[src/hdl/rgs_pkg.sv]
`timescale 1ns / 1ps
// ----------------------------------------------------------------------------
// rgs_pkg
// Shared sizes, register indexes and sequencer states of the gain stepper.
// ----------------------------------------------------------------------------
package rgs_pkg;

  localparam int TABLE_DEPTH = 128;
  localparam int CHANNELS    = 2;

  localparam int IDX_W   = (TABLE_DEPTH > 1) ? $clog2(TABLE_DEPTH) : 1;
  localparam int CH_W    = (CHANNELS > 1) ? $clog2(CHANNELS) : 1;
  localparam int ENTRY_W = 24;

  localparam int SEARCH_MARGIN_DB = 8;

  localparam logic [2:0] CFG_TARGET_RSSI   = 3'd0;
  localparam logic [2:0] CFG_ATTACK_THRESH = 3'd1;
  localparam logic [2:0] CFG_HYSTERESIS    = 3'd2;
  localparam logic [2:0] CFG_HOLD_FAST     = 3'd3;
  localparam logic [2:0] CFG_HOLD_SLOW     = 3'd4;
  localparam logic [2:0] CFG_HOLD_DEFAULT  = 3'd5;
  localparam logic [2:0] CFG_ENTRIES       = 3'd6;

  localparam logic [1:0] CLASS_FAST = 2'd0;
  localparam logic [1:0] CLASS_SLOW = 2'd1;

  typedef enum logic [3:0] {
    ST_IDLE,
    ST_DECODE,
    ST_EVAL,
    ST_ATTACK,
    ST_SEARCH,
    ST_CUT,
    ST_RELEASE,
    ST_FETCH,
    ST_G0,
    ST_GCUR,
    ST_DONE
  } state_t;

endpackage

[src/hdl/rgs_ram.sv]
`timescale 1ns / 1ps
// ----------------------------------------------------------------------------
// rgs_ram
// Simple dual-port RAM, one write and one registered read per cycle.
// ----------------------------------------------------------------------------
module rgs_ram #(
  parameter int WIDTH = 8,
  parameter int DEPTH = 16
) (
  input  logic                       clk,
  input  logic                       we,
  input  logic [$clog2(DEPTH)-1:0]   waddr,
  input  logic [WIDTH-1:0]           wdata,
  input  logic [$clog2(DEPTH)-1:0]   raddr,
  output logic [WIDTH-1:0]           rdata
);

  logic [WIDTH-1:0] mem [DEPTH];

  always_ff @(posedge clk) begin
    if (we) begin
      mem[waddr] <= wdata;
    end
    rdata <= mem[raddr];
  end

endmodule

[src/hdl/rssi_gain_stepper_agc_unit.sv]
`timescale 1ns / 1ps
// ----------------------------------------------------------------------------
// rssi_gain_stepper_agc_unit
// Two-channel receiver gain stepper: fast attack, hold, slow release.
//
// Input beats arrive on item_valid / item_stall. A load beat (cmd = 1)
// writes one gain table entry. A control tick (cmd = 0) updates the gain
// index of channel vfo and gives a result beat on result_valid /
// result_stall, carrying the register word when the index has moved.
// Every input beat gives exactly one result beat.
// A load or an ignored tick goes from decode straight to the result; a
// frequency change fetches the gains first; a tick evaluates, attacks and
// releases first, an overshoot also cuts, and a large one runs a downward search
// (up to TABLE_DEPTH - 2 entries), which reads the gain table RAM one entry a cycle.
// item_stall is high from acceptance until the result sits in the output
// register; a new beat is taken while that result still waits.
// While result_stall is high the result holds and the next tick's result
// waits in the sequencer.
// Reset clears channel state and restores register defaults; table
// contents are undefined until loaded. Registers are written on the
// cfg_write port, by the user only while the block is idle; the block does not enforce it.
// ----------------------------------------------------------------------------
module rssi_gain_stepper_agc_unit
  import rgs_pkg::*;
(
  input  logic               clk,
  input  logic               rst,
  input  logic               item_valid,
  output logic               item_stall,
  input  logic               cmd,
  input  logic               vfo,
  input  logic               active,
  input  logic [31:0]        frequency,
  input  logic [8:0]         rssi,
  input  logic [1:0]         signal_class,
  input  logic [6:0]         entry_index,
  input  logic signed [7:0]  entry_gain_db,
  input  logic [15:0]        entry_reg_val,
  output logic               result_valid,
  input  logic               result_stall,
  output logic               write_valid,
  output logic [15:0]        reg_value,
  output logic [6:0]         gain_index,
  output logic signed [8:0]  gain_diff_db,
  input  logic               cfg_write,
  input  logic [2:0]         cfg_index,
  input  logic [8:0]         cfg_data
);

  state_t state, state_next;

  logic [8:0] target_rssi;
  logic [5:0] attack_threshold_db;
  logic [5:0] hysteresis_db;
  logic [7:0] hold_fast;
  logic [7:0] hold_slow;
  logic [7:0] hold_default;
  logic [7:0] entries_in_use;

  logic [31:0]      last_freq     [CHANNELS];
  logic [IDX_W-1:0] cur_index     [CHANNELS];
  logic [IDX_W-1:0] written_index [CHANNELS];
  logic [8:0]       last_rssi     [CHANNELS];
  logic [7:0]       hold_count    [CHANNELS];

  logic              cmd_q;
  logic              vfo_q;
  logic              active_q;
  logic [31:0]       freq_q;
  logic [8:0]        rssi_q;
  logic [1:0]        class_q;
  logic [6:0]        eidx_q;
  logic [7:0]        egain_q;
  logic [15:0]       eword_q;

  logic [CH_W-1:0]   ch;
  logic              ch_ok;

  logic signed [9:0]  diff_q;
  logic signed [10:0] want_q;
  logic [IDX_W-1:0]   cur_w;
  logic [IDX_W-1:0]   idx_w;
  logic [7:0]         hold_w;
  logic               force_q;
  logic signed [7:0]  g0_q;

  logic               res_wv;
  logic [15:0]        res_word;
  logic [IDX_W-1:0]   res_idx;
  logic signed [8:0]  res_diff;

  logic                ram_we;
  logic [IDX_W-1:0]    ram_waddr;
  logic [IDX_W-1:0]    ram_raddr;
  logic [ENTRY_W-1:0]  ram_rdata;
  logic signed [7:0]   rd_gain;
  logic [15:0]         rd_word;

  logic [9:0]          rssi_sum;
  logic [8:0]          avg;
  logic signed [10:0]  err;
  logic signed [10:0]  err_r;
  logic signed [10:0]  half;
  logic signed [9:0]   neg_hyst;
  logic                diff_pos;
  logic                big_cut;
  logic                found;
  logic                hold_reload;
  logic [7:0]          hold_eff;
  logic [7:0]          hold_cut;
  logic [IDX_W-1:0]    top_idx;
  logic [IDX_W:0]      up_idx;
  logic [IDX_W-1:0]    rel_idx;
  logic                load_ok;
  logic                out_free;

  assign ch       = CH_W'(vfo_q);
  assign ch_ok    = (32'(vfo_q) < 32'(CHANNELS));
  assign rd_gain  = ram_rdata[23:16];
  assign rd_word  = ram_rdata[15:0];
  assign load_ok  = (32'(eidx_q) < 32'(TABLE_DEPTH));
  assign out_free = !result_valid || !result_stall;

  assign rssi_sum = {1'b0, last_rssi[ch]} + {1'b0, rssi_q};
  assign avg      = (last_rssi[ch] != 9'd0) ? rssi_sum[9:1] : rssi_q;
  assign err      = $signed({2'b00, avg}) - $signed({2'b00, target_rssi});
  assign err_r    = err + $signed({10'd0, err[10]});
  assign half     = err_r >>> 1;

  assign neg_hyst    = -$signed({4'd0, hysteresis_db});
  assign diff_pos    = (diff_q > 10'sd0);
  assign big_cut     = (diff_q >= $signed({4'd0, attack_threshold_db}));
  assign found       = ($signed({{3{rd_gain[7]}}, rd_gain}) <= want_q);
  assign hold_reload = (diff_q >= neg_hyst);
  assign hold_eff    = hold_reload ? hold_default : hold_w;

  always_comb begin
    case (class_q)
      CLASS_FAST: hold_cut = hold_fast;
      CLASS_SLOW: hold_cut = hold_slow;
      default:    hold_cut = hold_default;
    endcase
  end

  always_comb begin
    if (entries_in_use < 8'd2) begin
      top_idx = IDX_W'(1);
    end else if (32'(entries_in_use) > 32'(TABLE_DEPTH)) begin
      top_idx = IDX_W'(TABLE_DEPTH - 1);
    end else begin
      top_idx = IDX_W'(entries_in_use - 8'd1);
    end
  end

  assign up_idx  = {1'b0, cur_w} + {{IDX_W{1'b0}}, 1'b1};
  assign rel_idx = (up_idx > {1'b0, top_idx}) ? top_idx : up_idx[IDX_W-1:0];

  rgs_ram #(
    .WIDTH (ENTRY_W),
    .DEPTH (TABLE_DEPTH)
  ) u_table (
    .clk   (clk),
    .we    (ram_we),
    .waddr (ram_waddr),
    .wdata ({egain_q, eword_q}),
    .raddr (ram_raddr),
    .rdata (ram_rdata)
  );

  assign ram_waddr = IDX_W'(eidx_q);

  // next state
  always_comb begin
    state_next = state;
    case (state)
      ST_IDLE: begin
        if (item_valid) state_next = ST_DECODE;
      end
      ST_DECODE: begin
        if (cmd_q || !active_q || !ch_ok) state_next = ST_DONE;
        else if (freq_q != last_freq[ch]) state_next = ST_FETCH;
        else state_next = ST_EVAL;
      end
      ST_EVAL:    state_next = ST_ATTACK;
      ST_ATTACK: begin
        if (!diff_pos) state_next = ST_RELEASE;
        else if (big_cut && cur_w > IDX_W'(1)) state_next = ST_SEARCH;
        else state_next = ST_CUT;
      end
      ST_SEARCH: begin
        if (found || idx_w == IDX_W'(1)) state_next = ST_CUT;
      end
      ST_CUT:     state_next = ST_RELEASE;
      ST_RELEASE: state_next = ST_FETCH;
      ST_FETCH:   state_next = ST_G0;
      ST_G0:      state_next = ST_GCUR;
      ST_GCUR:    state_next = ST_DONE;
      ST_DONE: begin
        if (out_free) state_next = ST_IDLE;
      end
      default:    state_next = ST_IDLE;
    endcase
  end

  // sequencer outputs
  always_comb begin
    item_stall = 1'b1;
    ram_we     = 1'b0;
    ram_raddr  = '0;
    case (state)
      ST_IDLE:   item_stall = 1'b0;
      ST_DECODE: ram_we     = cmd_q && load_ok;
      ST_EVAL:   ram_raddr  = cur_index[ch];
      ST_ATTACK: ram_raddr  = cur_w - IDX_W'(1);
      ST_SEARCH: ram_raddr  = idx_w - IDX_W'(1);
      ST_G0:     ram_raddr  = cur_w;
      default:   ram_raddr  = '0;
    endcase
  end

  always_ff @(posedge clk) begin
    if (rst) begin
      state <= ST_IDLE;
    end else begin
      state <= state_next;
    end
  end

  always_ff @(posedge clk) begin
    if (rst) begin
      target_rssi         <= 9'd170;
      attack_threshold_db <= 6'd10;
      hysteresis_db       <= 6'd6;
      hold_fast           <= 8'd15;
      hold_slow           <= 8'd50;
      hold_default        <= 8'd30;
      entries_in_use      <= 8'd128;
    end else if (cfg_write) begin
      case (cfg_index)
        CFG_TARGET_RSSI:   target_rssi         <= cfg_data;
        CFG_ATTACK_THRESH: attack_threshold_db <= cfg_data[5:0];
        CFG_HYSTERESIS:    hysteresis_db       <= cfg_data[5:0];
        CFG_HOLD_FAST:     hold_fast           <= cfg_data[7:0];
        CFG_HOLD_SLOW:     hold_slow           <= cfg_data[7:0];
        CFG_HOLD_DEFAULT:  hold_default        <= cfg_data[7:0];
        CFG_ENTRIES:       entries_in_use      <= cfg_data[7:0];
        default: ;
      endcase
    end
  end

  // input capture
  always_ff @(posedge clk) begin
    if (state == ST_IDLE && item_valid) begin
      cmd_q    <= cmd;
      vfo_q    <= vfo;
      active_q <= active;
      freq_q   <= frequency;
      rssi_q   <= rssi;
      class_q  <= signal_class;
      eidx_q   <= entry_index;
      egain_q  <= entry_gain_db;
      eword_q  <= entry_reg_val;
    end
  end

  // channel state
  always_ff @(posedge clk) begin
    if (rst) begin
      for (int i = 0; i < CHANNELS; i++) begin
        last_freq[i]     <= '0;
        cur_index[i]     <= '0;
        written_index[i] <= '0;
        last_rssi[i]     <= '0;
        hold_count[i]    <= '0;
      end
    end else begin
      case (state)
        ST_DECODE: begin
          if (!cmd_q && active_q && ch_ok && freq_q != last_freq[ch]) begin
            last_freq[ch]     <= freq_q;
            cur_index[ch]     <= '0;
            written_index[ch] <= '0;
            last_rssi[ch]     <= '0;
            hold_count[ch]    <= '0;
          end
        end
        ST_EVAL:    last_rssi[ch] <= rssi_q;
        ST_RELEASE: begin
          hold_count[ch] <= hold_eff;
          cur_index[ch]  <= (hold_eff == 8'd0) ? rel_idx : cur_w;
        end
        ST_GCUR:    written_index[ch] <= cur_w;
        default: ;
      endcase
    end
  end

  // working registers and pending result
  always_ff @(posedge clk) begin
    case (state)
      ST_DECODE: begin
        force_q  <= 1'b1;
        cur_w    <= '0;
        res_wv   <= 1'b0;
        res_word <= '0;
        res_diff <= '0;
        res_idx  <= (!cmd_q && ch_ok) ? cur_index[ch] : '0;
      end
      ST_EVAL: begin
        force_q <= 1'b0;
        diff_q  <= half[9:0];
        cur_w   <= cur_index[ch];
        hold_w  <= (hold_count[ch] != 8'd0) ? hold_count[ch] - 8'd1 : 8'd0;
      end
      ST_ATTACK: begin
        want_q <= $signed({{3{rd_gain[7]}}, rd_gain}) - $signed({diff_q[9], diff_q})
                  + 11'(SEARCH_MARGIN_DB);
        idx_w  <= (cur_w > IDX_W'(1)) ? cur_w - IDX_W'(1) : IDX_W'(1);
      end
      ST_SEARCH: begin
        if (!(found || idx_w == IDX_W'(1))) idx_w <= idx_w - IDX_W'(1);
      end
      ST_CUT: begin
        if (idx_w != cur_w) begin
          cur_w  <= idx_w;
          hold_w <= hold_cut;
        end
      end
      ST_RELEASE: begin
        if (hold_eff == 8'd0) cur_w <= rel_idx;
      end
      ST_G0:      g0_q <= rd_gain;
      ST_GCUR: begin
        res_wv   <= force_q || (cur_w != written_index[ch]);
        res_word <= (force_q || (cur_w != written_index[ch])) ? rd_word : 16'd0;
        res_idx  <= cur_w;
        res_diff <= $signed({g0_q[7], g0_q}) - $signed({rd_gain[7], rd_gain});
      end
      default: ;
    endcase
  end

  // output register
  always_ff @(posedge clk) begin
    if (rst) begin
      result_valid <= 1'b0;
    end else if (state == ST_DONE && out_free) begin
      result_valid <= 1'b1;
    end else if (!result_stall) begin
      result_valid <= 1'b0;
    end
  end

  always_ff @(posedge clk) begin
    if (state == ST_DONE && out_free) begin
      write_valid  <= res_wv;
      reg_value    <= res_word;
      gain_index   <= 7'(res_idx);
      gain_diff_db <= res_diff;
    end
  end

endmodule

[config.mk]
export PLATFORM = sky130hd
export DESIGN_NAME = rssi_gain_stepper_agc_unit
export DESIGN_NICKNAME = d
export VERILOG_FILES = /design/src/hdl/rgs_pkg.sv /design/src/hdl/rgs_ram.sv /design/src/hdl/rssi_gain_stepper_agc_unit.sv
export SDC_FILE = /design/constraint.sdc
export NUM_CORES = 2
export LEC_CHECK = 0
export BUFFER_PORTS_ARGS = -buffer_cell sky130_fd_sc_hd__buf_4
export CORE_UTILIZATION = 48
export DETAILED_ROUTE_END_ITERATION = 10
export GPL_ROUTABILITY_DRIVEN = 0
export SYNTH_ARGS = -nofsm -noshare
export SYNTH_HDL_FRONTEND = slang
export SYNTH_HIERARCHICAL = 1
export SYNTH_SLANG_ARGS = --single-unit
[constraint.sdc]
create_clock -name clk -period 5.6 [get_ports clk]
set_clock_uncertainty 0.15 [all_clocks]
set_input_delay 1.12 -clock clk [delete_from_list [all_inputs] [get_ports clk]]
set_output_delay 1.12 -clock clk [all_outputs]
set_load 0.02 [all_outputs]
# Word level (Yosys, flattened, before mapping)
# Memory sizes are Yosys's and may differ from the RTL's. A register that Yosys moved wholly into a read port is not among the register bits.
# Index checks and enable logic that the tools add are counted.
# Widths: inputs -> output; s select.
# classes
addsub	12
reduce_logical	40
muxes	76
eq_ne	27
bitwise	4
n_lt_le_gt_ge	8
# ops
cell	n
$mux 7	12
$pmux 7 s4	2
$pmux 4 s11	1
$mux 8	5
$mux 1	37
$mux 32	1
$ne 32x32->1	1
$pmux 16 s2	1
$pmux 8 s2	2
$reduce_or 32->1	1
$pmux 7 s2	2
$mux 9	3
$sub 7x1->7 const B	3
$reduce_and 2->1	10
$pmux 9 s2	1
$eq 4x3->1 const B	4
$mux 16	1
$mux 4	4
$ne 7x7->1	2
$reduce_or 7->1	2
$eq 4x4->1 const B	3
$add 10x2->11	1
$add 11x5->11 const B	1
$le 8x11->1	1
41 further kinds	66
# totals
reg_bits	253
n_memories	6
inputBits	94
mem_bits_rw	3198
output_inout_bits	35
# mem_list
memory	words	width	read_ports	rd_clocked_by_memory_dff	wr	line_no	source
u_table.mem	128	24	1	1	1	rgs_ram.sv:18	logic [WIDTH-1:0] mem [DEPTH];
last_freq	2	32	1	1	2	rssi_gain_stepper_agc_unit.sv:60	logic [31:0] last_freq [CHANNELS];
last_rssi	2	9	1	1	2	rssi_gain_stepper_agc_unit.sv:63	logic [8:0] last_rssi [CHANNELS];
hold_count	2	8	1	1	2	rssi_gain_stepper_agc_unit.sv:64	logic [7:0] hold_count [CHANNELS];
cur_index	2	7	1	1	2	rssi_gain_stepper_agc_unit.sv:61	logic [IDX_W-1:0] cur_index [CHANNELS];
written_index	2	7	1	1	2	rssi_gain_stepper_agc_unit.sv:62	logic [IDX_W-1:0] written_index [CHANNELS];

# Longest topological paths before layout
# logic_depth
depth_word	10
ltp_mapped	22
depth_no_buf	20

# By module
# Netlist, hierarchy kept.
# by_module_without_submodules
module	area_per_inst_um2	cells_each	instances	seq_area_each_um2
rgs_ram	117381.3	4538	1	92728.9
rssi_gain_stepper_agc_unit	18915.6	1606	1	10820.4

# Worst setup path after synthesis
# OpenSTA, ideal clock, no wires.
# synth_timing
path_kind	register to register
from	reg (tool-made name)
to	reg diff_q[7], data pin
stages_incl_launch_ff	23
period_less_slack_ps	4996
t_arrival_ps	4583
setup_time_ps	264
slack_ps	604
n_path_buf	2
cell_sequence	dfxtp_1 buf_6 buf_4 mux2i_1 nor2_1 fa_1 a21o_1 a21oi_1 o21bai_1 a21oi_1 xnor2_1 o21ai_0 ha_1 or3_1 or3_1 a31oi_1 o21bai_1 nor2_1 ha_1 nand2_1 or3_1 o311ai_1 xnor2_1
# synth_rtl
item	line_no	source
to (signal assigned)	rssi_gain_stepper_agc_unit.sv:312	diff_q <= half[9:0];
to (decl)	rssi_gain_stepper_agc_unit.sv:79	logic signed [9:0] diff_q;

==> impl_results.md <==
- Run status: finished clean
- Post-synth top flop: edfxtp_1
- Drt drc: 0
- HPWL after detailed placement: 202000 um
- Hold Crit Depth: 1
- Layout Nets: approximately 6800
- Hold Buf Count CTS: 0
- Top cell by count, worst path: or3_1
- Detail Route Antenna Nets: 0
- Most common library cells after synthesis: edfxtp_1 (3393), mux4_2 (1010), nor2_1 (243), clkbuf_1 (192), nand2_1 (135)
- Minimum clock period: 5110 ps
- CP max stage delay: ~430 ps
- Via density per instance: 6.16
- R2R setup slack: around 490 ps
- Worst Path Required: around 6000 ps
- Post-synth ARST share: 0%
- Gate power share: a little under a quarter
- Clk_lat worst skew: 950 ps
- WL/cell: between 30 and 40 um
- CP cell instances: mux2i_1 > nor2_1 > fa_1 > a21o_1 > a21oi_1 > o21bai_1 > a21oi_1 > xnor2_1 > o21ai_0 > ha_1 > or3_1 > or3_1 > a31oi_1 > o21bai_1 > nor2_1 > ha_1 > nand2_1 > or3_1 > o311ai_1 > xnor2_1
- DRT Wirelength: 349000 um
- Pins Over Slew Limit: 0
- Slew @ Worst Pin: about 1400 ps
- Hold slack: slightly below 200 ps
- Die Area: 286000 um2
- CP Launch Type: flip-flop
- Internal power: roughly 0.05 W
- Total CTS buffers: 360
- Vias after detailed routing: 65800
- Setup bufs post-CTS: 0
- CTS tree: built
- Peak fanout along the critical path: 9
- Clock Path Buffers: 4
- Clock Power Share: between 30% and 40%
- Buffers and inverters on the worst path: 0
- # rows: 195
- Min-delay src: entry_gain_db[1]
- Most frequent cell after synthesis: edfxtp_1
- Die Span Y: roughly 530 um
- Reg2reg end: diff_q[7]
- Avg Cell Area, Syn: ~22 um2
- H-Tree Level Count: 5
- Cells taking the most area after synthesis: edfxtp_1 (75%), mux4_2 (17%), dfxtp_1 (1.2%)
- Crit Path Category: flip-flop to flip-flop
- Max-capacitance violation count: 0
- Fin crit share: between 90% and 100%
- Largest net degree at the start of global routing: between 100 and 150
- Yosys reg bits: about 3500
- Sequential-to-total area share from yosys stat: between 70% and 80%
- Clk slew on worst S/H paths: roughly 60 ps
- IO buf count: 128
- Crit path max-delay family: simple AND/OR/NAND/NOR gates
- Number of synthesized flops with an enable pin: approximately 3400
- Crit path capture type: flip-flop
- Reg2Reg Depth: 20
- Layout cells sized above 1: a little under a third
- FILL cells: 20900
- Final Hold Fails: 0
- Yosys warns: 6
- RSZ-0062 raised after global routing: no
- Gr ovfl total: 0
- Root Buffer: clkbuf_16
- All-Layer GR Usage: about a quarter
- NetSw: about 0.02 W
- Maximum vdd drop: 307 uV
- Pwr Density: roughly 450 nW/um2
- First-pass GRT wire length: between 400000 and 500000 um
- Die X: roughly 530 um
- WHS Endpoint: egain_q[1]
- Core footprint: around 280000 um2
- Area grow syn2layout: 14.4%
- Seq pwr share: 43.5%
- Synth Instances: around 6100
- Synth area leader: edfxtp_1
- Sw frac: around 28%
- Initial DRT Pass Iterations: 5
- Net Count, Synth: 6329
- Cell Area, Synth: 136000 um2
- Initial drt markers: about 8000
- Initial core utilization: approximately 48%
- Ports: 129
- Vias in the first global route: roughly 66000
- Leakage power: approximately 49 nW
- Yosys top cell area share: ~75%
- Clk sinks: roughly 3500
- Fmax: about 0.20 GHz
- Slew HR: between 8 and 9%
- Critical path data arrival time: around 5600 ps
- Synth unique cells: 69
- PostCTS Resize Cnt: 0
- Min-Delay Path Class: input pin to flip-flop
- Initial antenna violation count: 39
- Critical-path top delay cell: fa_1
- Final setup vio count: 0
- Setup_tns: 0 ps
-- per-layer routing --
| layer | part of all wire, % | routed length (um) | up-vias | GRT usage, % |
|---|---|---|---|---|
| met5 | 0.013 | 45 | - | 0 |
| met4 | 2.5 | 8800 | 8 | 6.04 |
| met3 | 8.2 | 28600 | 464 | 3.92 |
| met2 | 48 | 167000 | 2727 | 38.8 |
| met1 | 41 | 144000 | 35800 | 35.6 |
| li1 | - | - | 26800 | - |
-- power groups by stage --
stage,logic (W),clock network (W),registers [W]
6_report,0.0163,0.0236,0.0307
5_1_grt,0.0172,0.0250,0.0307
4_1_cts,0.0164,0.0240,0.0307
3_5_place_dp,0.0164,0,0.0312
3_3_place_gp,0.0162,0,0.0312
2_1_floorplan,0.00972,0,0.0316
-- cell families after synthesis --
| logic type | count (synthesis) | share of synthesized area (%) |
|---|---|---|
| flops | 3476 | 76.0 |
| fa+ha+maj | 91 | 0.857 |
| xor+xnor | 99 | 0.636 |
| mux | 1145 | 17.7 |
| simple gates | 706 | 2.52 |
| compound gates | 239 | 1.12 |
| buf+inv | 388 | 1.19 |
-- layout make-up --
type	count	area, um2	share of cell area, %
Sequential cell	3476	104000	66.4
Multi-Input combinational cell	2280	31900	20.5
Clock buffer	428	9350	5.99
Tap cell	3743	4680	3.00
Timing Repair Buffer	427	3840	2.46
Clock inverter	225	2250	1.44
Inverter	88	330	0.212
Antenna cell	16	40.0	0.0257
-- placed cells by master (no fill, tap or decap), drive strengths merged, types with 13 or more instances in the layout --
| cell | count |
|---|---|
| edfxtp | 3393 |
| mux4 | 1010 |
| clkbuf | 428 |
| buf | 427 |
| nor2 | 244 |
| clkinv | 168 |
| nand2 | 135 |
| and2 | 108 |
| mux2i | 101 |
| inv | 99 |
| ha | 87 |
| dfxtp | 83 |
| a21oi | 78 |
| xnor2 | 77 |
| o21ai | 56 |
| nor3 | 43 |
| nand3 | 39 |
| mux2 | 34 |
| bufinv | 34 |
| nor2b | 28 |
| nor4 | 26 |
| xor2 | 22 |
| diode | 16 |
| nand2b | 16 |
| a21o | 15 |
| or3 | 14 |
| and3 | 13 |
-- registers in the layout (all words and copies together), names as in the netlist, 16 cells and up, named ones only --
register and count:
last_freq 64, u_table/rdata 24, u_table/mem 3072, hold_count 16
eword_q 16, res_word 16, freq_q 32, last_rssi 18
reg_value 16
-- worst max path at each step --
stage	from	endpoint	slack, ps	cells past startpoint
after floorplan	flip-flop	diff_q[7]	600	22
after global placement	flip-flop	diff_q[7]	400	20
after detailed placement	flip-flop	diff_q[7]	530	20
after CTS	flip-flop	diff_q[7]	510	20
after global routing	flip-flop	diff_q[7]	120	20
final	flip-flop	diff_q[7]	490	20
-- worst reg2reg max path: stages (launching register included) --
cell and delay, ps:
dfxtp_4 420, mux2i_1 290, nor2_1 100, fa_1 430, a21o_1 190, a21oi_1 180
o21bai_1 90, a21oi_1 240, xnor2_1 140, o21ai_0 100, ha_1 250, or3_1 360
or3_1 390, a31oi_1 210, o21bai_1 100, nor2_1 100, ha_1 210, nand2_1 90
or3_1 410, o311ai_1 310, xnor2_1 110
-- per-stage QoR --
step / setup slack [ps] / utilization, % / total power (W) / area, um2 / std cells
6_report: 489 / 55.3 / 0.0706 / 156000 / 10700
5_1_grt: 118 / 55.3 / 0.0728 / 156000 / 10700
4_1_cts: 513 / 55.2 / 0.0711 / 156000 / 10700
3_5_place_dp: 530 / 51.1 / 0.0476 / 144000 / 10000
3_3_place_gp: 403 / 51.1 / 0.0474 / 144000 / 10000
2_1_floorplan: 604 / - / 0.0413 / 136000 / 6144
(Power assumes the default switching activity.)
